**src/rtl/terminal_key_escape_decoder_macros.svh**
```systemverilog
// ---------------------------------------------------------------------------
// Assertion macros for the terminal key escape decoder
// Clocked concurrent checks, compiled out when NO_ASSERTIONS is defined.
// ---------------------------------------------------------------------------
`ifndef TERMINAL_KEY_ESCAPE_DECODER_MACROS_SVH
`define TERMINAL_KEY_ESCAPE_DECODER_MACROS_SVH

`ifndef NO_ASSERTIONS
`define TKED_ASSERT(lbl, prop, msg) \
	lbl: assert property (@(posedge clk) disable iff (!arst_n) (prop)) else $error(msg);
`define TKED_ASSERT_ALWAYS(lbl, prop, msg) \
	lbl: assert property (@(posedge clk) (prop)) else $error(msg);
`else
`define TKED_ASSERT(lbl, prop, msg)
`define TKED_ASSERT_ALWAYS(lbl, prop, msg)
`endif

`endif

```
**src/rtl/tked_pkg.sv**
```systemverilog
// ---------------------------------------------------------------------------
// Terminal key escape decoder package
// Parse phases, key codes, byte constants and the decode step record.
// ---------------------------------------------------------------------------
`default_nettype none

package tked_pkg;

	localparam logic [7:0] BYTE_ESC   = 8'h1B;
	localparam logic [7:0] BYTE_CSI   = 8'h5B;
	localparam logic [7:0] BYTE_SS3   = 8'h4F;
	localparam logic [7:0] BYTE_TILDE = 8'h7E;
	localparam logic [7:0] BYTE_A     = 8'h41;
	localparam logic [7:0] BYTE_B     = 8'h42;
	localparam logic [7:0] BYTE_C     = 8'h43;
	localparam logic [7:0] BYTE_D     = 8'h44;
	localparam logic [7:0] BYTE_F     = 8'h46;
	localparam logic [7:0] BYTE_H     = 8'h48;
	localparam logic [7:0] BYTE_ONE   = 8'h31;
	localparam logic [7:0] BYTE_SIX   = 8'h36;

	localparam logic [1:0] KIND_PLAIN = 2'd0;
	localparam logic [1:0] KIND_ALT   = 2'd1;
	localparam logic [1:0] KIND_NAV   = 2'd2;

	localparam logic [7:0] NAV_UP        = 8'd0;
	localparam logic [7:0] NAV_DOWN      = 8'd1;
	localparam logic [7:0] NAV_LEFT      = 8'd2;
	localparam logic [7:0] NAV_RIGHT     = 8'd3;
	localparam logic [7:0] NAV_HOME      = 8'd4;
	localparam logic [7:0] NAV_END       = 8'd5;
	localparam logic [7:0] NAV_INSERT    = 8'd6;
	localparam logic [7:0] NAV_DELETE    = 8'd7;
	localparam logic [7:0] NAV_PAGE_UP   = 8'd8;
	localparam logic [7:0] NAV_PAGE_DOWN = 8'd9;
	localparam logic [7:0] NAV_LAST      = NAV_PAGE_DOWN;

	typedef enum logic [4:0] {
		PH_IDLE  = 5'b00001,
		PH_ESC   = 5'b00010,
		PH_CSI   = 5'b00100,
		PH_DIGIT = 5'b01000,
		PH_SS3   = 5'b10000
	} phase_t;

	typedef struct packed {
		logic [1:0] kind;
		logic [7:0] value;
	} key_t;

	typedef struct packed {
		phase_t     phase;
		logic [2:0] digit;
		logic       emit;
		key_t       key;
	} step_t;

	function automatic logic [7:0] digit_key(input logic [2:0] d);
		logic [7:0] k;
		case (d)
			3'd1:    k = NAV_HOME;
			3'd2:    k = NAV_INSERT;
			3'd3:    k = NAV_DELETE;
			3'd4:    k = NAV_END;
			3'd5:    k = NAV_PAGE_UP;
			3'd6:    k = NAV_PAGE_DOWN;
			default: k = NAV_UP;
		endcase
		return k;
	endfunction

endpackage

`default_nettype wire

```
**src/rtl/terminal_key_escape_decoder.sv**
```systemverilog
// ---------------------------------------------------------------------------
// Terminal key escape decoder
// Decodes plain bytes, alt bytes and VT100/ANSI navigation keys.
// ---------------------------------------------------------------------------
// One received byte is taken per clock cycle while in_ready is high; its key,
// if the byte completes one, goes to the result register, or to the skid
// register if an unread key waits there. One decode step lies between the
// parse phase register and the result register. A two-entry result buffer
// (result plus skid register) lets a byte in while one finished key waits;
// in_ready drops only when both entries hold keys. Bytes inside a sequence
// (ESC, '[', 'O', a digit) give no result. After reset the parser is idle.
`default_nettype none
`include "terminal_key_escape_decoder_macros.svh"

module terminal_key_escape_decoder import tked_pkg::*; (
	input  logic       clk,
	input  logic       arst_n,
	input  logic       in_valid,
	output logic       in_ready,
	input  logic [7:0] rx_byte,
	output logic       out_valid,
	input  logic       out_ready,
	output logic [1:0] key_kind,
	output logic [7:0] key_value
);

	phase_t     phase_q;
	logic [2:0] digit_q;
	step_t      step;
	logic       in_xfer;
	logic       out_xfer;
	logic       out_valid_q;
	logic       skid_valid_q;
	key_t       out_q;
	key_t       skid_q;

	tked_step u_step (
		.phase   (phase_q),
		.digit   (digit_q),
		.rx_byte (rx_byte),
		.step    (step)
	);

	assign in_ready = !skid_valid_q;
	assign in_xfer  = in_valid && in_ready;
	assign out_xfer = out_valid_q && out_ready;

	always_ff @(posedge clk or negedge arst_n) begin
		if (!arst_n) begin
			phase_q <= PH_IDLE;
			digit_q <= 3'd0;
		end else if (in_xfer) begin
			phase_q <= step.phase;
			digit_q <= step.digit;
		end
	end

	always_ff @(posedge clk or negedge arst_n) begin
		if (!arst_n) begin
			out_valid_q  <= 1'b0;
			skid_valid_q <= 1'b0;
		end else if (skid_valid_q) begin
			if (out_xfer) begin
				skid_valid_q <= 1'b0;
			end
		end else if (in_xfer && step.emit) begin
			if (out_valid_q && !out_ready) begin
				skid_valid_q <= 1'b1;
			end else begin
				out_valid_q <= 1'b1;
			end
		end else if (out_xfer) begin
			out_valid_q <= 1'b0;
		end
	end

	always_ff @(posedge clk) begin
		if (skid_valid_q) begin
			if (out_xfer) begin
				out_q <= skid_q;
			end
		end else if (in_xfer && step.emit) begin
			if (out_valid_q && !out_ready) begin
				skid_q <= step.key;
			end else begin
				out_q <= step.key;
			end
		end
	end

	assign out_valid = out_valid_q;
	assign key_kind  = out_q.kind;
	assign key_value = out_q.value;

	`TKED_ASSERT(a_skid_behind_out, skid_valid_q |-> out_valid_q, "skid holds a key ahead of out")
	`TKED_ASSERT(a_plain_emits, in_xfer && phase_q == PH_IDLE && rx_byte != BYTE_ESC |=> out_valid_q, "plain byte gave no key")
	`TKED_ASSERT(a_csi_enter, in_xfer && phase_q == PH_ESC && rx_byte == BYTE_CSI |=> phase_q == PH_CSI && !$rose(out_valid_q), "ESC [ not tracked")
	`TKED_ASSERT(a_digit_held, phase_q != PH_DIGIT |-> digit_q == 3'd0, "digit held outside digit phase")
	`TKED_ASSERT(a_nav_range, out_valid_q && key_kind == KIND_NAV |-> key_value <= NAV_LAST, "navigation key id out of range")

endmodule

`default_nettype wire

```
**src/rtl/tked_step.sv**
```systemverilog
// ---------------------------------------------------------------------------
// Terminal key escape decoder step
// Next parse phase, held digit and result key for one received byte.
// ---------------------------------------------------------------------------
`default_nettype none

module tked_step import tked_pkg::*; (
	input  phase_t     phase,
	input  logic [2:0] digit,
	input  logic [7:0] rx_byte,
	output step_t      step
);

	always_comb begin
		step.phase     = PH_IDLE;
		step.digit     = 3'd0;
		step.emit      = 1'b1;
		step.key.kind  = KIND_ALT;
		step.key.value = rx_byte;
		case (phase)
			PH_ESC: begin
				if (rx_byte == BYTE_CSI) begin
					step.phase = PH_CSI;
					step.emit  = 1'b0;
				end else if (rx_byte == BYTE_SS3) begin
					step.phase = PH_SS3;
					step.emit  = 1'b0;
				end
			end
			PH_CSI: begin
				if (rx_byte == BYTE_A) begin
					step.key = '{kind: KIND_NAV, value: NAV_UP};
				end else if (rx_byte == BYTE_B) begin
					step.key = '{kind: KIND_NAV, value: NAV_DOWN};
				end else if (rx_byte == BYTE_C) begin
					step.key = '{kind: KIND_NAV, value: NAV_RIGHT};
				end else if (rx_byte == BYTE_D) begin
					step.key = '{kind: KIND_NAV, value: NAV_LEFT};
				end else if (rx_byte >= BYTE_ONE && rx_byte <= BYTE_SIX) begin
					step.phase = PH_DIGIT;
					step.digit = rx_byte[2:0];
					step.emit  = 1'b0;
				end
			end
			PH_DIGIT: begin
				if (rx_byte == BYTE_TILDE) begin
					step.key = '{kind: KIND_NAV, value: digit_key(digit)};
				end
			end
			PH_SS3: begin
				if (rx_byte == BYTE_H) begin
					step.key = '{kind: KIND_NAV, value: NAV_HOME};
				end else if (rx_byte == BYTE_F) begin
					step.key = '{kind: KIND_NAV, value: NAV_END};
				end
			end
			default: begin
				if (rx_byte == BYTE_ESC) begin
					step.phase = PH_ESC;
					step.emit  = 1'b0;
				end else begin
					step.key.kind = KIND_PLAIN;
				end
			end
		endcase
	end

endmodule

`default_nettype wire
```
**config.mk**
```make
export PLATFORM = sky130hd
export DESIGN_NAME = terminal_key_escape_decoder
export DESIGN_NICKNAME = d
export VERILOG_FILES = /design/src/rtl/tked_pkg.sv /design/src/rtl/terminal_key_escape_decoder.sv /design/src/rtl/tked_step.sv
export VERILOG_INCLUDE_DIRS = /design/src /design/src/rtl
export SDC_FILE = /design/constraint.sdc
export NUM_CORES = 1
export LEC_CHECK = 0
export BUFFER_PORTS_ARGS = -buffer_cell sky130_fd_sc_hd__buf_2
export CAP_MARGIN = 20
export CELL_PAD_IN_SITES_DETAIL_PLACEMENT = 2
export CELL_PAD_IN_SITES_GLOBAL_PLACEMENT = 2
export CORE_MARGIN = 1.5
export CORE_UTILIZATION = 39
export CTS_BUF_LIST = sky130_fd_sc_hd__clkbuf_16
export CTS_CLUSTER_SIZE = 12
export DETAILED_ROUTE_END_ITERATION = 8
export PLACE_DENSITY = 0.84
export SLEW_MARGIN = 10
export SYNTH_ARGS = -nofsm -noshare
export SYNTH_HDL_FRONTEND = slang
export SYNTH_SLANG_ARGS = --single-unit
```
**constraint.sdc**
```tcl
create_clock -name clk -period 6.9 [get_ports clk]
set_input_delay 0.69 -clock clk [delete_from_list [all_inputs] [get_ports clk]]
set_output_delay 0.69 -clock clk [all_outputs]
set_load 0.005 [all_outputs]
```
==> metrics <==
Worst Tran Pin Value roughly 1.0 ns; Final min period 2.973 ns; H-tree Lvls 2; share of layout cells above drive strength 1 25.00%; CP Data Arrival Time 2.88 ns; Top Layer Used met4; initial core utilization 40.78%; combinational share of power ~24%; Post-synth EDFFs 20; Die Width between 70 and 80 um; core area between 4000 and 5000 um2; commonest non-fill, non-tap cell in the layout buf_2; # rows 24; clk slew on worst S/H paths 0.05 ns; switch share 30.31%; Starting DRT DRC Count between 150 and 200; Layout Utilization between 40% and 50%; footprint of the multi-input gates 845.8 um2; Cell Int Power between 400 and 500 uW; Mapped Area 1775 um2; Distinct cells, synth 55; outcome finished clean; Total Power 628.7 uW; kind of critical path in2reg; initial antenna violation count 0; RSZ-0062 raised after global routing false; Root Driver clkbuf_16; area leader, netlist edfxtp_1; crit end category flip-flop; CTS hold repair buffers 0; cts bufs inserted 5; Synth top area share around 34%; Area Overhead vs Synth 15.43%; Synth area leaders edfxtp_1 34%, dfrtp_1 13%, mux2_2 4.4%, nand2_1 3.8%, o21ai_0 3.4%; PortBufs 23; drt drc 0; final max-slew violation count 0; Net Count, Synth approximately 180; FF+latch count, synth 30; YS warnings 0; Inserted Diodes 0; syn_area_per_cell about 10 um2; routability cong. 0.9304; crit path max fanout 11; final hold vios 0; dpl hpwl 4094 um; Met2 Routed Length around 2800 um; die area approximately 5000 um2; Rel. slew slack 30.38%; DR WL met3 between 200 and 300 um; Die Height about 70 um; Clock Power Share between 30% and 40%; CTS tree yes; setup TNS 0 ns; GRT Resource Usage Total a little under a quarter; routed wire length approximately 5600 um; clk buf depth 2; Seq/Total Area, Yosys a little under half; Filler cells 451; critical path required time about 6.8 ns; Max VDD drop ~0.12 mV; routed via count about 1500; Clock Sinks 30; Clock Latency Late Sink 0.27 ns; Sequential Area 852.1 um2; vias in the first global route between 1500 and 2000; first-pass GRT wire length about 8900 um; drt pass-1 iters 4; final setup violation count 0; Reg power frac about 43%; largest net degree at the start of global routing 16; sum of routed wire segments on met1 2430 um; Most used DFF post-synth edfxtp_1; ys async rst share between 30% and 40%; CTS-repair resized insts 0; PD cells approximately 310 nW/um2; pre-CTS setup slack 3.892 ns; PnR worst setup slack about 3.9 ns; Via density approximately 6.2; I/O Pins 24; antenna viol nets, final 0; Worst Hold Class in2async; Syn Inst Count roughly 170; fin nets ~200; clk_skew 0.002863 ns; Fmax approximately 340 MHz; Startpoint Class input pin; crit share post-route between 40% and 50%; max_cap viols 0; commonest non-fill, non-tap cells in the layout 23 x buf_2, 20 x edfxtp_1, 18 x nand2_1, 12 x o21ai_0, 11 x nor2_1; Leak about 0.81 nW; GRT overflow 0; post-CTS setup buffers 0; WL per Instance ~23 um; Psw around 190 uW
==> kinds of logic after synthesis <==
logic type / after synthesis / synth area share (%)
DFF: 30 / 47.99
xor gates and xnor gates: 7 / 3.453
AOI/OAI and AO/OA: 39 / 15.29
buffers and inverters: 19 / 4.369
muxes: 9 / 5.568
and+or+nand+nor: 68 / 23.33
==> power groups by stage <==
stage / Clock, mW / Sequential (mW) / Combinational, mW
after detailed placement: 0 / 0.276 / 0.151
after floorplan: 0 / 0.265 / 0.0963
after global placement: 0 / 0.272 / 0.143
final: 0.205 / 0.272 / 0.152
after global routing: 0.215 / 0.277 / 0.166
after CTS: 0.207 / 0.273 / 0.154
==> worst max-delay path, stage by stage <==
cell and delay [ns]:
buf_2 0.21, nor2b_1 0.27, nor4bb_1 0.60, nand4_1 0.39, o211ai_1 0.31, o22ai_1 0.40
==> cell type report <==
class / instances / share of cell area, %
repair buffers: 24 / 5.983
clock inverters: 3 / 0.6105
inverters: 7 / 1.282
multi-input cells: 123 / 41.27
flip-flops and latches: 30 / 41.57
clock buffers: 5 / 6.105
well taps: 52 / 3.175
==> per-stage QoR <==
stage          cells  cell area (um2)  hold WS (ns)
3_5_place_dp     236             1912        0.5208
5_1_grt          244             2049        0.2830
2_1_floorplan    172             1775        0.3944
4_1_cts          244             2049        0.2780
3_3_place_gp     236             1912        0.5069
6_report         244             2049        0.2771
==> per-layer routing <==
layer / GRT usage [%] / up-vias
met2: 39.73 / 43
li1: - / 682
met4: 5.983 / 0
met3: 4.906 / 8
met5: 0 / -
met1: 31.39 / 773
==> synth_stat cells, types with 2 or more instances <==
| cell | count |
|---|---|
| xnor2_1 | 2 |
| buf_2 | 5 |
| mux2i_1 | 2 |
| nand4_1 | 2 |
| clkbuf_1 | 6 |
| or3_1 | 2 |
| a21oi_1 | 2 |
| o21ai_0 | 12 |
| a22o_1 | 3 |
| edfxtp_1 | 20 |
| nand4b_1 | 2 |
| nand3_1 | 5 |
| o21a_1 | 2 |
| nor3b_1 | 2 |
| inv_1 | 7 |
| a31oi_1 | 3 |
| or4_4 | 2 |
| nand3b_1 | 2 |
| mux2_2 | 7 |
| o31ai_1 | 3 |
| nor4_1 | 2 |
| nand2_1 | 18 |
| o211ai_1 | 3 |
| xor2_1 | 5 |
| and2b_2 | 2 |
| nor2b_1 | 3 |
| dfrtp_1 | 9 |
| nor3_1 | 2 |
| nor2_1 | 11 |
==> worst paths after layout <==
path | start | to | slack (ns) | cells past startpoint
worst max-delay path | rx_byte[3] | key_value[6] | 3.93 | 6
worst min-delay path | arst_n | phase_q[2] | 0.28 | 1
worst max register to register | phase_q[4] | key_value[6] | 4.09 | 5
worst min register to register | phase_q[0] | phase_q[0] | 0.53 | 2
max in group asynchronous | arst_n | phase_q[0] | 6.36 | 1
min in group clk | phase_q[0] | phase_q[0] | 0.53 | 2
==> registers in the layout (all words and copies together), names as in the netlist <==
| register | cells |
|---|---|
| digit_q | 3 |
| key_kind | 2 |
| key_value | 8 |
| out_valid | 1 |
| phase_q | 5 |
| skid_q | 10 |
| skid_valid_q | 1 |
Note: power is estimated with default switching activity, not from simulation.
